--- src/rtl/rmq_pkg.sv ---
// Shared types and constants of the rotation matrix to quaternion unit.
// Used by every module of the block; depends on nothing.
`default_nettype none
package rmq_pkg;

    localparam int FRAC_BITS = 14;
    localparam int IN_W      = 16;
    localparam int NUM_W     = IN_W + 1;
    localparam int ARG_W     = IN_W + 1;
    localparam int RAD_W     = ((ARG_W + FRAC_BITS + 1) / 2) * 2;
    localparam int ROOT_W    = RAD_W / 2;
    localparam int SQ_PER    = 2;
    localparam int SQ_STG    = ROOT_W / SQ_PER;
    localparam int S_W       = ROOT_W + 1;
    localparam int Q_W       = FRAC_BITS + 1;
    localparam int DVD_W     = NUM_W - 1 + FRAC_BITS + 1;
    localparam int DV_PER    = 3;
    localparam int DV_STG    = Q_W / DV_PER;
    localparam logic [Q_W-1:0] ONE = Q_W'(1) << FRAC_BITS;

    typedef enum logic [1:0] {
        BR_W = 2'd0,
        BR_X = 2'd1,
        BR_Y = 2'd2,
        BR_Z = 2'd3
    } t_branch;

    // Numerators of the three divided components, in output order with the
    // branch's own component left out.
    typedef struct packed {
        t_branch                    br;
        logic [2:0][NUM_W-1:0]      num;
    } t_side;

endpackage
`default_nettype wire

--- src/rtl/rmq_prep.sv ---
// Branch choice, square root argument and numerators from the matrix.
// Combinational; uses rmq_pkg.
`default_nettype none
module rmq_prep import rmq_pkg::*; (
    input  wire logic signed [IN_W-1:0] i_r00,
    input  wire logic signed [IN_W-1:0] i_r01,
    input  wire logic signed [IN_W-1:0] i_r02,
    input  wire logic signed [IN_W-1:0] i_r10,
    input  wire logic signed [IN_W-1:0] i_r11,
    input  wire logic signed [IN_W-1:0] i_r12,
    input  wire logic signed [IN_W-1:0] i_r20,
    input  wire logic signed [IN_W-1:0] i_r21,
    input  wire logic signed [IN_W-1:0] i_r22,
    output      logic [ARG_W-1:0]       o_arg,
    output      t_side                  o_side
);
    localparam int T_W = IN_W + 3;

    logic signed [T_W-1:0]   tr, arg, one_s;
    logic signed [T_W-1:0]   a00, a11, a22;
    logic signed [NUM_W-1:0] d_x, d_y, d_z, s01, s02, s12;

    always_comb begin
        a00   = T_W'(i_r00);
        a11   = T_W'(i_r11);
        a22   = T_W'(i_r22);
        one_s = T_W'(ONE);
        tr    = a00 + a11 + a22;
        d_x   = NUM_W'(i_r21) - NUM_W'(i_r12);
        d_y   = NUM_W'(i_r02) - NUM_W'(i_r20);
        d_z   = NUM_W'(i_r10) - NUM_W'(i_r01);
        s01   = NUM_W'(i_r01) + NUM_W'(i_r10);
        s02   = NUM_W'(i_r02) + NUM_W'(i_r20);
        s12   = NUM_W'(i_r12) + NUM_W'(i_r21);
        if (tr > 0) begin
            o_side.br  = BR_W;
            arg        = one_s + tr;
            o_side.num = {d_z, d_y, d_x};
        end else if (i_r00 > i_r11 && i_r00 > i_r22) begin
            o_side.br  = BR_X;
            arg        = one_s + a00 - a11 - a22;
            o_side.num = {s02, s01, d_x};
        end else if (i_r11 > i_r22) begin
            o_side.br  = BR_Y;
            arg        = one_s + a11 - a00 - a22;
            o_side.num = {s12, s01, d_y};
        end else begin
            o_side.br  = BR_Z;
            arg        = one_s + a22 - a00 - a11;
            o_side.num = {s12, s02, d_z};
        end
        // A matrix that is not a rotation can drive the argument negative.
        o_arg = (arg < 0) ? '0 : arg[ARG_W-1:0];
    end
endmodule
`default_nettype wire

--- src/rtl/rmq_sqrt.sv ---
// Pipelined digit-by-digit integer square root, two result bits per stage.
// Carries the side data of each item along; uses rmq_pkg.
`default_nettype none
module rmq_sqrt import rmq_pkg::*; (
    input  wire logic              i_clk,
    input  wire logic              i_rst_n,
    input  wire logic              i_valid,
    input  wire logic [ARG_W-1:0]  i_arg,
    input  wire t_side             i_side,
    output      logic              o_valid,
    output      logic [ROOT_W-1:0] o_root,
    output      t_side             o_side
);
    localparam int REM_W = ROOT_W + 2;

    logic              r_vld  [SQ_STG+1];
    logic [RAD_W-1:0]  r_rad  [SQ_STG+1];
    logic [REM_W-1:0]  r_rem  [SQ_STG+1];
    logic [ROOT_W-1:0] r_root [SQ_STG+1];
    t_side             r_side [SQ_STG+1];

    always_ff @(posedge i_clk) begin
        if (!i_rst_n) begin
            r_vld[0] <= 1'b0;
        end else begin
            r_vld[0] <= i_valid;
        end
        r_rad[0]  <= RAD_W'({i_arg, {FRAC_BITS{1'b0}}});
        r_rem[0]  <= '0;
        r_root[0] <= '0;
        r_side[0] <= i_side;
    end

    for (genvar g = 0; g < SQ_STG; g++) begin : g_stage
        logic [REM_W-1:0]  n_rem;
        logic [ROOT_W-1:0] n_root;

        always_comb begin
            logic [REM_W+1:0] rem2;
            logic [REM_W+1:0] trial;
            n_rem  = r_rem[g];
            n_root = r_root[g];
            for (int k = 0; k < SQ_PER; k++) begin
                rem2  = {n_rem, r_rad[g][RAD_W-1-2*k -: 2]};
                trial = (REM_W+2)'({n_root, 2'b01});
                if (rem2 >= trial) begin
                    rem2   = rem2 - trial;
                    n_root = {n_root[ROOT_W-2:0], 1'b1};
                end else begin
                    n_root = {n_root[ROOT_W-2:0], 1'b0};
                end
                n_rem = rem2[REM_W-1:0];
            end
        end

        always_ff @(posedge i_clk) begin
            if (!i_rst_n) begin
                r_vld[g+1] <= 1'b0;
            end else begin
                r_vld[g+1] <= r_vld[g];
            end
            r_rad[g+1]  <= r_rad[g] << (2 * SQ_PER);
            r_rem[g+1]  <= n_rem;
            r_root[g+1] <= n_root;
            r_side[g+1] <= r_side[g];
        end
    end

    assign o_valid = r_vld[SQ_STG];
    assign o_root  = r_root[SQ_STG];
    assign o_side  = r_side[SQ_STG];
endmodule
`default_nettype wire

--- src/rtl/rmq_div.sv ---
// Three-lane pipelined restoring divider: numerator over S = 2 * root,
// rounded to nearest, saturated to one. Uses rmq_pkg.
`default_nettype none
module rmq_div import rmq_pkg::*; (
    input  wire logic                   i_clk,
    input  wire logic                   i_rst_n,
    input  wire logic                   i_valid,
    input  wire logic [ROOT_W-1:0]      i_root,
    input  wire t_side                  i_side,
    output      logic                   o_valid,
    output      t_branch                o_br,
    output      logic [Q_W-1:0]         o_own,
    output      logic [2:0][IN_W-1:0]   o_q
);
    localparam int LO_W = Q_W;

    logic               r_vld  [DV_STG+1];
    t_branch            r_br   [DV_STG+1];
    logic [Q_W-1:0]     r_own  [DV_STG+1];
    logic [S_W-1:0]     r_s    [DV_STG+1];
    logic               r_zero [DV_STG+1];
    logic [2:0]         r_neg  [DV_STG+1];
    logic [2:0]         r_ovf  [DV_STG+1];
    logic [2:0][S_W-1:0]  r_rem [DV_STG+1];
    logic [2:0][LO_W-1:0] r_lo  [DV_STG+1];
    logic [2:0][Q_W-1:0]  r_q   [DV_STG+1];

    logic [S_W-1:0]       n_s;
    logic [Q_W-1:0]       n_own;
    logic [2:0]           n_neg, n_ovf;
    logic [2:0][S_W-1:0]  n_rem;
    logic [2:0][LO_W-1:0] n_lo;

    always_comb begin
        logic [S_W-1:0]       own_w;
        logic signed [NUM_W-1:0] num;
        logic [NUM_W-1:0]     mag;
        logic [DVD_W-1:0]     dvd;
        n_s   = {i_root, 1'b0};
        own_w = (S_W'(i_root) + S_W'(1)) >> 1;
        n_own = (own_w > S_W'(ONE)) ? ONE : own_w[Q_W-1:0];
        for (int l = 0; l < 3; l++) begin
            num      = signed'(i_side.num[l]);
            n_neg[l] = num[NUM_W-1];
            mag      = n_neg[l] ? NUM_W'(-num) : NUM_W'(num);
            // Adding S/2 (the root) before the divide rounds to nearest.
            dvd      = DVD_W'({mag, {FRAC_BITS{1'b0}}}) + DVD_W'(i_root);
            n_ovf[l] = (DVD_W+1)'(dvd) >= (DVD_W+1)'({n_s, {Q_W{1'b0}}});
            n_rem[l] = S_W'(dvd[DVD_W-1:LO_W]);
            n_lo[l]  = dvd[LO_W-1:0];
        end
    end

    always_ff @(posedge i_clk) begin
        if (!i_rst_n) begin
            r_vld[0] <= 1'b0;
        end else begin
            r_vld[0] <= i_valid;
        end
        r_br[0]   <= i_side.br;
        r_own[0]  <= n_own;
        r_s[0]    <= n_s;
        r_zero[0] <= (i_root == '0);
        r_neg[0]  <= n_neg;
        r_ovf[0]  <= n_ovf;
        r_rem[0]  <= n_rem;
        r_lo[0]   <= n_lo;
        r_q[0]    <= '0;
    end

    for (genvar g = 0; g < DV_STG; g++) begin : g_stage
        logic [2:0][S_W-1:0]  n_r;
        logic [2:0][LO_W-1:0] n_l;
        logic [2:0][Q_W-1:0]  n_q;

        always_comb begin
            logic [S_W:0] rem2;
            for (int l = 0; l < 3; l++) begin
                n_r[l] = r_rem[g][l];
                n_l[l] = r_lo[g][l];
                n_q[l] = r_q[g][l];
                for (int k = 0; k < DV_PER; k++) begin
                    rem2   = {n_r[l], n_l[l][LO_W-1]};
                    n_l[l] = n_l[l] << 1;
                    if (rem2 >= {1'b0, r_s[g]}) begin
                        rem2   = rem2 - {1'b0, r_s[g]};
                        n_q[l] = {n_q[l][Q_W-2:0], 1'b1};
                    end else begin
                        n_q[l] = {n_q[l][Q_W-2:0], 1'b0};
                    end
                    n_r[l] = rem2[S_W-1:0];
                end
            end
        end

        always_ff @(posedge i_clk) begin
            if (!i_rst_n) begin
                r_vld[g+1] <= 1'b0;
            end else begin
                r_vld[g+1] <= r_vld[g];
            end
            r_br[g+1]   <= r_br[g];
            r_own[g+1]  <= r_own[g];
            r_s[g+1]    <= r_s[g];
            r_zero[g+1] <= r_zero[g];
            r_neg[g+1]  <= r_neg[g];
            r_ovf[g+1]  <= r_ovf[g];
            r_rem[g+1]  <= n_r;
            r_lo[g+1]   <= n_l;
            r_q[g+1]    <= n_q;
        end
    end

    always_comb begin
        logic [Q_W-1:0] mag;
        for (int l = 0; l < 3; l++) begin
            if (r_zero[DV_STG]) begin
                mag = '0;
            end else if (r_ovf[DV_STG][l] || r_q[DV_STG][l] > ONE) begin
                mag = ONE;
            end else begin
                mag = r_q[DV_STG][l];
            end
            o_q[l] = r_neg[DV_STG][l] ? IN_W'(-IN_W'(mag)) : IN_W'(mag);
        end
    end

    assign o_valid = r_vld[DV_STG];
    assign o_br    = r_br[DV_STG];
    assign o_own   = r_own[DV_STG];
endmodule
`default_nettype wire

--- src/rtl/rotation_matrix_to_quaternion_unit.sv ---
// Rotation matrix to unit quaternion, Q2.14 in and out, fully pipelined.
// Path to o_strobe: root stages, divider stages, then one output register;
// the first root stage loads at the accepting edge.
// Throughput: one item per cycle; busy is always low and the receiver cannot
// stall the output.
// Synchronous active-low reset clears all valid bits; data is not reset.
`default_nettype none
module rotation_matrix_to_quaternion_unit import rmq_pkg::*; (
    input  wire logic                   i_clk,
    input  wire logic                   i_rst_n,
    input  wire logic                   start,
    output      logic                   busy,
    input  wire logic signed [IN_W-1:0] i_r00,
    input  wire logic signed [IN_W-1:0] i_r01,
    input  wire logic signed [IN_W-1:0] i_r02,
    input  wire logic signed [IN_W-1:0] i_r10,
    input  wire logic signed [IN_W-1:0] i_r11,
    input  wire logic signed [IN_W-1:0] i_r12,
    input  wire logic signed [IN_W-1:0] i_r20,
    input  wire logic signed [IN_W-1:0] i_r21,
    input  wire logic signed [IN_W-1:0] i_r22,
    output      logic                   o_strobe,
    output      logic signed [IN_W-1:0] o_qw,
    output      logic signed [IN_W-1:0] o_qx,
    output      logic signed [IN_W-1:0] o_qy,
    output      logic signed [IN_W-1:0] o_qz
);
    logic [ARG_W-1:0]     p_arg;
    t_side                p_side;
    logic                 sq_vld;
    logic [ROOT_W-1:0]    sq_root;
    t_side                sq_side;
    logic                 dv_vld;
    t_branch              dv_br;
    logic [Q_W-1:0]       dv_own;
    logic [2:0][IN_W-1:0] dv_q;
    logic [IN_W-1:0]      own;
    logic                 r_strobe;
    logic [IN_W-1:0]      r_qw, r_qx, r_qy, r_qz;

    assign busy = 1'b0;

    rmq_prep u_prep (
        .i_r00(i_r00), .i_r01(i_r01), .i_r02(i_r02),
        .i_r10(i_r10), .i_r11(i_r11), .i_r12(i_r12),
        .i_r20(i_r20), .i_r21(i_r21), .i_r22(i_r22),
        .o_arg(p_arg), .o_side(p_side)
    );

    rmq_sqrt u_sqrt (
        .i_clk(i_clk), .i_rst_n(i_rst_n),
        .i_valid(start && !busy), .i_arg(p_arg), .i_side(p_side),
        .o_valid(sq_vld), .o_root(sq_root), .o_side(sq_side)
    );

    rmq_div u_div (
        .i_clk(i_clk), .i_rst_n(i_rst_n),
        .i_valid(sq_vld), .i_root(sq_root), .i_side(sq_side),
        .o_valid(dv_vld), .o_br(dv_br), .o_own(dv_own), .o_q(dv_q)
    );

    assign own = IN_W'(dv_own);

    always_ff @(posedge i_clk) begin
        if (!i_rst_n) begin
            r_strobe <= 1'b0;
        end else begin
            r_strobe <= dv_vld;
        end
        case (dv_br)
            BR_W: begin
                r_qw <= own;     r_qx <= dv_q[0]; r_qy <= dv_q[1]; r_qz <= dv_q[2];
            end
            BR_X: begin
                r_qw <= dv_q[0]; r_qx <= own;     r_qy <= dv_q[1]; r_qz <= dv_q[2];
            end
            BR_Y: begin
                r_qw <= dv_q[0]; r_qx <= dv_q[1]; r_qy <= own;     r_qz <= dv_q[2];
            end
            default: begin
                r_qw <= dv_q[0]; r_qx <= dv_q[1]; r_qy <= dv_q[2]; r_qz <= own;
            end
        endcase
    end

    assign o_strobe = r_strobe;
    assign o_qw     = r_qw;
    assign o_qx     = r_qx;
    assign o_qy     = r_qy;
    assign o_qz     = r_qz;
endmodule
`default_nettype wire

--- config.mk ---
export PLATFORM = sky130hd
export DESIGN_NAME = rotation_matrix_to_quaternion_unit
export DESIGN_NICKNAME = d
export VERILOG_FILES = /design/src/rtl/rmq_pkg.sv /design/src/rtl/rmq_prep.sv /design/src/rtl/rmq_sqrt.sv /design/src/rtl/rmq_div.sv /design/src/rtl/rotation_matrix_to_quaternion_unit.sv
export SDC_FILE = /design/constraint.sdc
export NUM_CORES = 2
export LEC_CHECK = 0
export BUFFER_PORTS_ARGS = -buffer_cell sky130_fd_sc_hd__clkbuf_2
export CELL_PAD_IN_SITES_DETAIL_PLACEMENT = 1
export CELL_PAD_IN_SITES_GLOBAL_PLACEMENT = 2
export CORE_ASPECT_RATIO = 1.25
export CORE_MARGIN = 2
export CORE_UTILIZATION = 40
export DETAILED_ROUTE_END_ITERATION = 8
export GPL_ROUTABILITY_DRIVEN = 0
export HOLD_SLACK_MARGIN = 0.05
export PLACE_DENSITY = 0.91
export SETUP_SLACK_MARGIN = 0.2
export SLEW_MARGIN = 20
export SYNTH_ARGS = -nofsm -noshare
export SYNTH_HDL_FRONTEND = slang
export SYNTH_SLANG_ARGS = --single-unit
--- constraint.sdc ---
create_clock -name i_clk -period 11.4 [get_ports i_clk]
set_input_delay 2.28 -clock i_clk [delete_from_list [all_inputs] [get_ports i_clk]]
set_output_delay 2.28 -clock i_clk [all_outputs]
set_load 0.02 [all_outputs]
== Word level (Yosys, flattened, before mapping) ==
Memories as Yosys holds them, arrays and structs flattened. A register that Yosys moved wholly into a read port is not among the register bits.
Cells that the tools add are included.

* Bits in registers: 64
* Memories kept: 15
* Output and inout bits: 66
* Memory bits (writable): 2142
* Bits of input ports: 147

{| class="wikitable"
|+ Memory list
! name !! depth !! width !! rd ports !! clocked after Yosys merged registers in !! write ports !! RTL line !! source
|-
| u_sqrt.r_side || 9 || 53 || 9 || 0 || 9 || rmq_sqrt.sv:20 || <nowiki>t_side r_side [SQ_STG+1];</nowiki>
|-
| u_div.r_rem || 6 || 51 || 5 || 0 || 6 || rmq_div.sv:24 || <nowiki>logic [2:0][S_W-1:0] r_rem [DV_STG+1];</nowiki>
|-
| u_div.r_lo || 6 || 45 || 5 || 0 || 6 || rmq_div.sv:25 || <nowiki>logic [2:0][LO_W-1:0] r_lo [DV_STG+1];</nowiki>
|-
| u_div.r_q || 6 || 45 || 6 || 0 || 6 || rmq_div.sv:26 || <nowiki>logic [2:0][Q_W-1:0] r_q [DV_STG+1];</nowiki>
|-
| u_sqrt.r_rad || 9 || 28 || 8 || 0 || 9 || rmq_sqrt.sv:17 || <nowiki>logic [RAD_W-1:0] r_rad [SQ_STG+1];</nowiki>
|-
| u_sqrt.r_rem || 9 || 18 || 8 || 0 || 9 || rmq_sqrt.sv:18 || <nowiki>logic [REM_W-1:0] r_rem [SQ_STG+1];</nowiki>
|-
| +9 memories || n/a || n/a || n/a || n/a || n/a || n/a ||
|}

* Add/subtract/negate cells: 89
* $lt $le $gt $ge: 73
* Equality and inequality tests: 2
* Reduce and logical (&&, ||, !) cells: 9
* Muxes and demuxes: 163
* Bitwise logic cells: 15

{| class="wikitable"
|+ Operators by type and width
! kind !! number
|-
| 17-bit two-way mux || 49
|-
| 18-bit by 17-bit greater-or-equal comparator with 1-bit output || 45
|-
| 17-bit subtractor || 45
|-
| 20-bit by 18-bit greater-or-equal comparator with 1-bit output || 16
|-
| 18-bit two-way mux || 16
|-
| 18-bit subtractor || 16
|-
| 15-bit two-way mux || 9
|-
| 53-bit two-way mux || 2
|-
| 31-bit by 32-bit greater-or-equal comparator with 1-bit output || 3
|-
| 31-bit by 16-bit adder with 31-bit output || 3
|-
| 1-bit two-way mux || 78
|-
| 16-bit by 16-bit adder with 17-bit output || 4
|-
| 16-bit one-hot mux with 2 select lines || 2
|-
| 19-bit two-way mux || 3
|-
| 19-bit by 16-bit subtractor with 19-bit output || 3
|-
| 17-bit by 16-bit subtractor with 18-bit output || 3
|-
| 52-bit two-way mux || 1
|-
| 16-bit by 16-bit adder with 17-bit output, first input constant || 3
|-
| 17-bit negator || 3
|-
| 16-bit by 16-bit subtractor with 17-bit output || 3
|-
| 16-bit greater-than comparator || 3
|-
| 16-bit two-way mux || 3
|-
| 15-bit negator with 16-bit output || 3
|-
| 15-bit greater-than comparator, second input constant || 3
|-
| 16 further kinds || 32
|}

== Longest topological paths before layout ==
* Depth after elaboration: 8
* Gate-level depth with buffers: 39
* Mapped depth without buffers: 36

== By module ==
Synthesis repeated with hierarchy kept, for this count alone.

* Cell total of the unflattened synthesis: 10568
* Area total of the unflattened synthesis: 94241.6 um^2

{| class="wikitable"
|+ Modules (own cells, without submodules)
! module !! seq. area each (um^2) !! times used !! cells each !! area an instance (um^2)
|-
| rmq_div || 12171.7 || 1 || 6718 || 56161.4
|-
| rmq_sqrt || 14353.8 || 1 || 1997 || 23118.4
|-
| rmq_prep || 0.0 || 1 || 1644 || 12625.9
|-
| rotation_matrix_to_quaternion_unit || 1301.2 || 1 || 209 || 2336.0
|}

== Worst setup path after synthesis ==
No wires, ideal clock.

* Path type: register to register
* Start: memory u_div.r_lo[0][31] (netlist bit)
* End: memory u_div.r_rem[1][10] (netlist bit)
* Slack: 3117 ps
* Stages on the path, launching flop included: 36
* Arrival: 8155 ps
* Library setup time: 129 ps
* Cell sequence: dfxtp_1 -> inv_1 -> ha_1 -> nor2b_1 -> o31a_1 -> or4_1 -> a31o_2 -> o2111a_1 -> nor2_1 -> inv_1 -> clkbuf_1 -> clkbuf_1 -> o21ai_0 -> inv_1 -> ha_1 -> a21o_1 -> a21oi_1 -> o21ai_0 -> o2bb2ai_1 -> o41a_1 -> o21ai_0 -> o211ai_1 -> clkbuf_1 -> clkbuf_1 -> a21oi_1 -> ha_1 -> a21oi_1 -> o211ai_1 -> a41oi_1 -> a211o_1 -> o21ai_0 -> or3_1 -> clkbuf_1 -> nand2_1 -> clkbuf_1 -> o21ai_0

{| class="wikitable"
|+ RTL lines
! item !! RTL line
|-
| start: declaration || rmq_div.sv:25
|-
| end: declaration || rmq_div.sv:24
|}

==> flow_summary.toml <==
[place]
placed_cell_area_um2 = 97600
buffer_ports.inserted = 211
dpl.hpwl_mm = 248

[die]
io-pin-count = 213
rows = 197
initial_utilization_pct = 40.2
die_x_um = 435
die_area_um2 = 236000
coreArea_um2 = 230000
dieHeight_um = 542

[yosys]
postSynthAreaPerCell_um2 = 8.72
ys.warnings.count = 0
postSynth.asyncResetShare_pct = 0
yosys.cell_types.count = 98
prevailing_post_synth_register_cell = "sky130_fd_sc_hd__dfxtp_1"
muxShareOfSynthArea_pct = 5.18
yosysSeqAreaShare_pct = 30.0
top_area_cell_type_share_of_the_netlist_area_pct = 30.0
synth_common_cells = "sky130_fd_sc_hd__dfxtp_1, sky130_fd_sc_hd__ha_1, sky130_fd_sc_hd__a21oi_1, sky130_fd_sc_hd__nor2_1, sky130_fd_sc_hd__nand2_1"
synth-seq-cells = 1390
syn-instance-count = 10630
synth_fp_nets = 12040
synthSimpleGateAreaFrac_pct = 14.9
synthTopCellsByArea = "sky130_fd_sc_hd__dfxtp_1, sky130_fd_sc_hd__ha_1, sky130_fd_sc_hd__xnor2_1"
post-synth-top-count-cell = "sky130_fd_sc_hd__dfxtp_1"
synth-edff-count = 0
main_combinational_cell_family_by_area_after_synthesis = "compound AO/OA/AOI/OAI gates"
netlist_area_um2 = 92700
synth_adder_area_share_pct = 17.7
post-synth-top-area-cell = "sky130_fd_sc_hd__dfxtp_1"
synth-compound-area-share_pct = 19.9
yosys.area_share.xor_xnor_pct = 8.59

[global_route]
grt_max_degree = 66
grt_remaining_overflow = 0
grt_first_pass_wirelength_mm = 479
antenna_found_initial = 8
total_grt_usage_pct = 25.7
number_of_global_route_vias_before_repair = 86048

[timing]
finClkSkew_ns = 0.0372
max_clock_freq_ghz = 0.100
slew-limit-headroom_pct = 16.3
totalNegativeSetupSlack_ns = 0
layout_min_cycle_time_ns = 9.95
finalCritPeriodShare_pct = 87.3
pin_slew_with_the_least_headroom_to_its_limit_ns = 1.24
unrepaired_setup_endpoints_after_global_routing = "false"
number_of_failing_hold_endpoints_at_the_final_stage = 0
setup_violations = 0
slew_violations = 0

[detailed_routing]
dr_total_vias = 80486
wl_mm = 311
detail_route.iter0.violations = 3681
drc_errors = 0
route.detailed.wl_per_inst_um = 22.1
drt_pass_1_iters = 7
routed_via_density = 5.72
route.antenna.remaining_nets = 0

[setup_path]
critPathCaptureType = "register"
cp_common_cell = "sky130_fd_sc_hd__a21oi_1"
regToRegStartpoint = "u_div.r_lo[2][43]"
worst_setup_path_start_kind = "register"
path_class = "register to register"
path_max_fanout = 27
worst_ep_required_time_ns = 12.10
cpMaxStageDelayCell = "sky130_fd_sc_hd__nand3_1"
cp_slowest_stage_delay_ns = 0.68
critical_path.startpoint = "u_div.r_lo[2][43]"
critical_path_arrival_ns = 10.65
worst-r2r-setup-slack_ns = 1.45

[layout]
layout-drive-gt1-share_pct = 8.77
nets = 12265
stdcell_area_um2 = 103000
syn_to_final_growth_pct = 10.8

[clock_network]
cts-hold-fix-buffers = 0
numCtsBuffers = 146
cts.path.max_buffers = 3
clock_tree_from_tritoncts = "built"
htree_levels = 4
clock_latency_on_the_worst_skew_pair_ns = 0.82
clkSinkCount = 1390
post_cts_resized = 0
cts_setup_buffers = 0
clockRootBuffer = "sky130_fd_sc_hd__clkbuf_16"
cts.clk_slew.worst_paths_ns = 0.06

[min_path]
timing.hold.worst.start = "u_sqrt.r_side[0][370]"
hold_path_class = "register to register"

[status]
run_status = "finished, final reports clean"

[flow_run]
max_capacitance_violation_total = 0
-- metal layers --
layer / share of wire, % / vias to the layer above / track usage [%]
met2: 51 / 1796 / 47.5
met5: 0.014 / - / 0
met1: 38 / 39203 / 27.1
met4: 7.7 / 6 / 17.7
li1: - / 38605 / -
met3: 3.3 / 876 / 2.76
-- state kept, by name (all words and copies together), names as in the netlist, 32 cells and up --
register and flops:
u_div.r_lo 47, u_div.r_s 32, u_div.r_rem 244, u_sqrt.r_rad 49, u_div.r_own 90, u_sqrt.r_rem 110
u_sqrt.r_root 72, u_sqrt.r_side 477, u_div.r_q 135
-- final cells by class --
class	count	area [um2]
inverters	681	2560
diodes	6	15.0
clock buffers	192	4140
well taps	3084	3860
clock inverters	71	985
fillers	27021	128000
flip-flops and latches	1390	27800
multi-input cells	8336	61600
repair buffers	300	1720
-- logic make-up (layout without fill, tap and decap cells) --
group / after synthesis / count (layout)
AO/OA/AOI/OAI: 2872 / 2872
XOR/XNOR: 910 / 910
adder cells (fa/ha/maj): 1263 / 1263
buffers and inverters: 904 / 1244
flip-flops: 1390 / 1390
multiplexers: 446 / 446
other: 1 / 7
AND/OR/NAND/NOR: 2844 / 2844
-- path summary, 6_finish.rpt --
check,to,cells past startpoint
worst max-delay path,u_div.r_rem[3][35],33
worst min register to register,u_sqrt.r_side[0][423],0
worst min-delay path,u_sqrt.r_side[0][423],0
worst max register to register,u_div.r_rem[3][35],33
-- worst max-delay path, delay by kind of cell, from the launching register on --
family,cells,cell delay (ns)
fa+ha+maj,3,1.15
simple gates,6,2.00
flops,1,0.62
compound gates,19,4.61
buf+inv,5,1.42
-- per-stage QoR --
stage          utilization [%]  setup slack, ns  hold WS, ns  instances
5_1_grt                   44.6            0.829        0.317      14055
3_3_place_gp              42.3             1.82        0.310      13791
3_5_place_dp              42.3             1.65        0.313      13791
2_1_floorplan                -             3.12        0.310      10630
4_1_cts                   44.6             1.54        0.304      14054
6_report                  44.6             1.45        0.305      14060
-- cells in the final DEF, fill, tap and decap left out, types with 198 or more instances in the layout --
cell type	n
sky130_fd_sc_hd__a21o_1	247
sky130_fd_sc_hd__a21oi_1	808
sky130_fd_sc_hd__clkbuf_2	211
sky130_fd_sc_hd__dfxtp_1	1389
sky130_fd_sc_hd__ha_1	1178
sky130_fd_sc_hd__inv_1	671
sky130_fd_sc_hd__mux2_2	275
sky130_fd_sc_hd__nand2_1	708
sky130_fd_sc_hd__nand3_1	198
sky130_fd_sc_hd__nor2_1	804
sky130_fd_sc_hd__nor3_1	216
sky130_fd_sc_hd__o21ai_0	674
sky130_fd_sc_hd__xnor2_1	574
sky130_fd_sc_hd__xor2_1	336
Power is not shown: default switching activity piles up to over one toggle a cycle in this logic, so the estimate is an artifact.
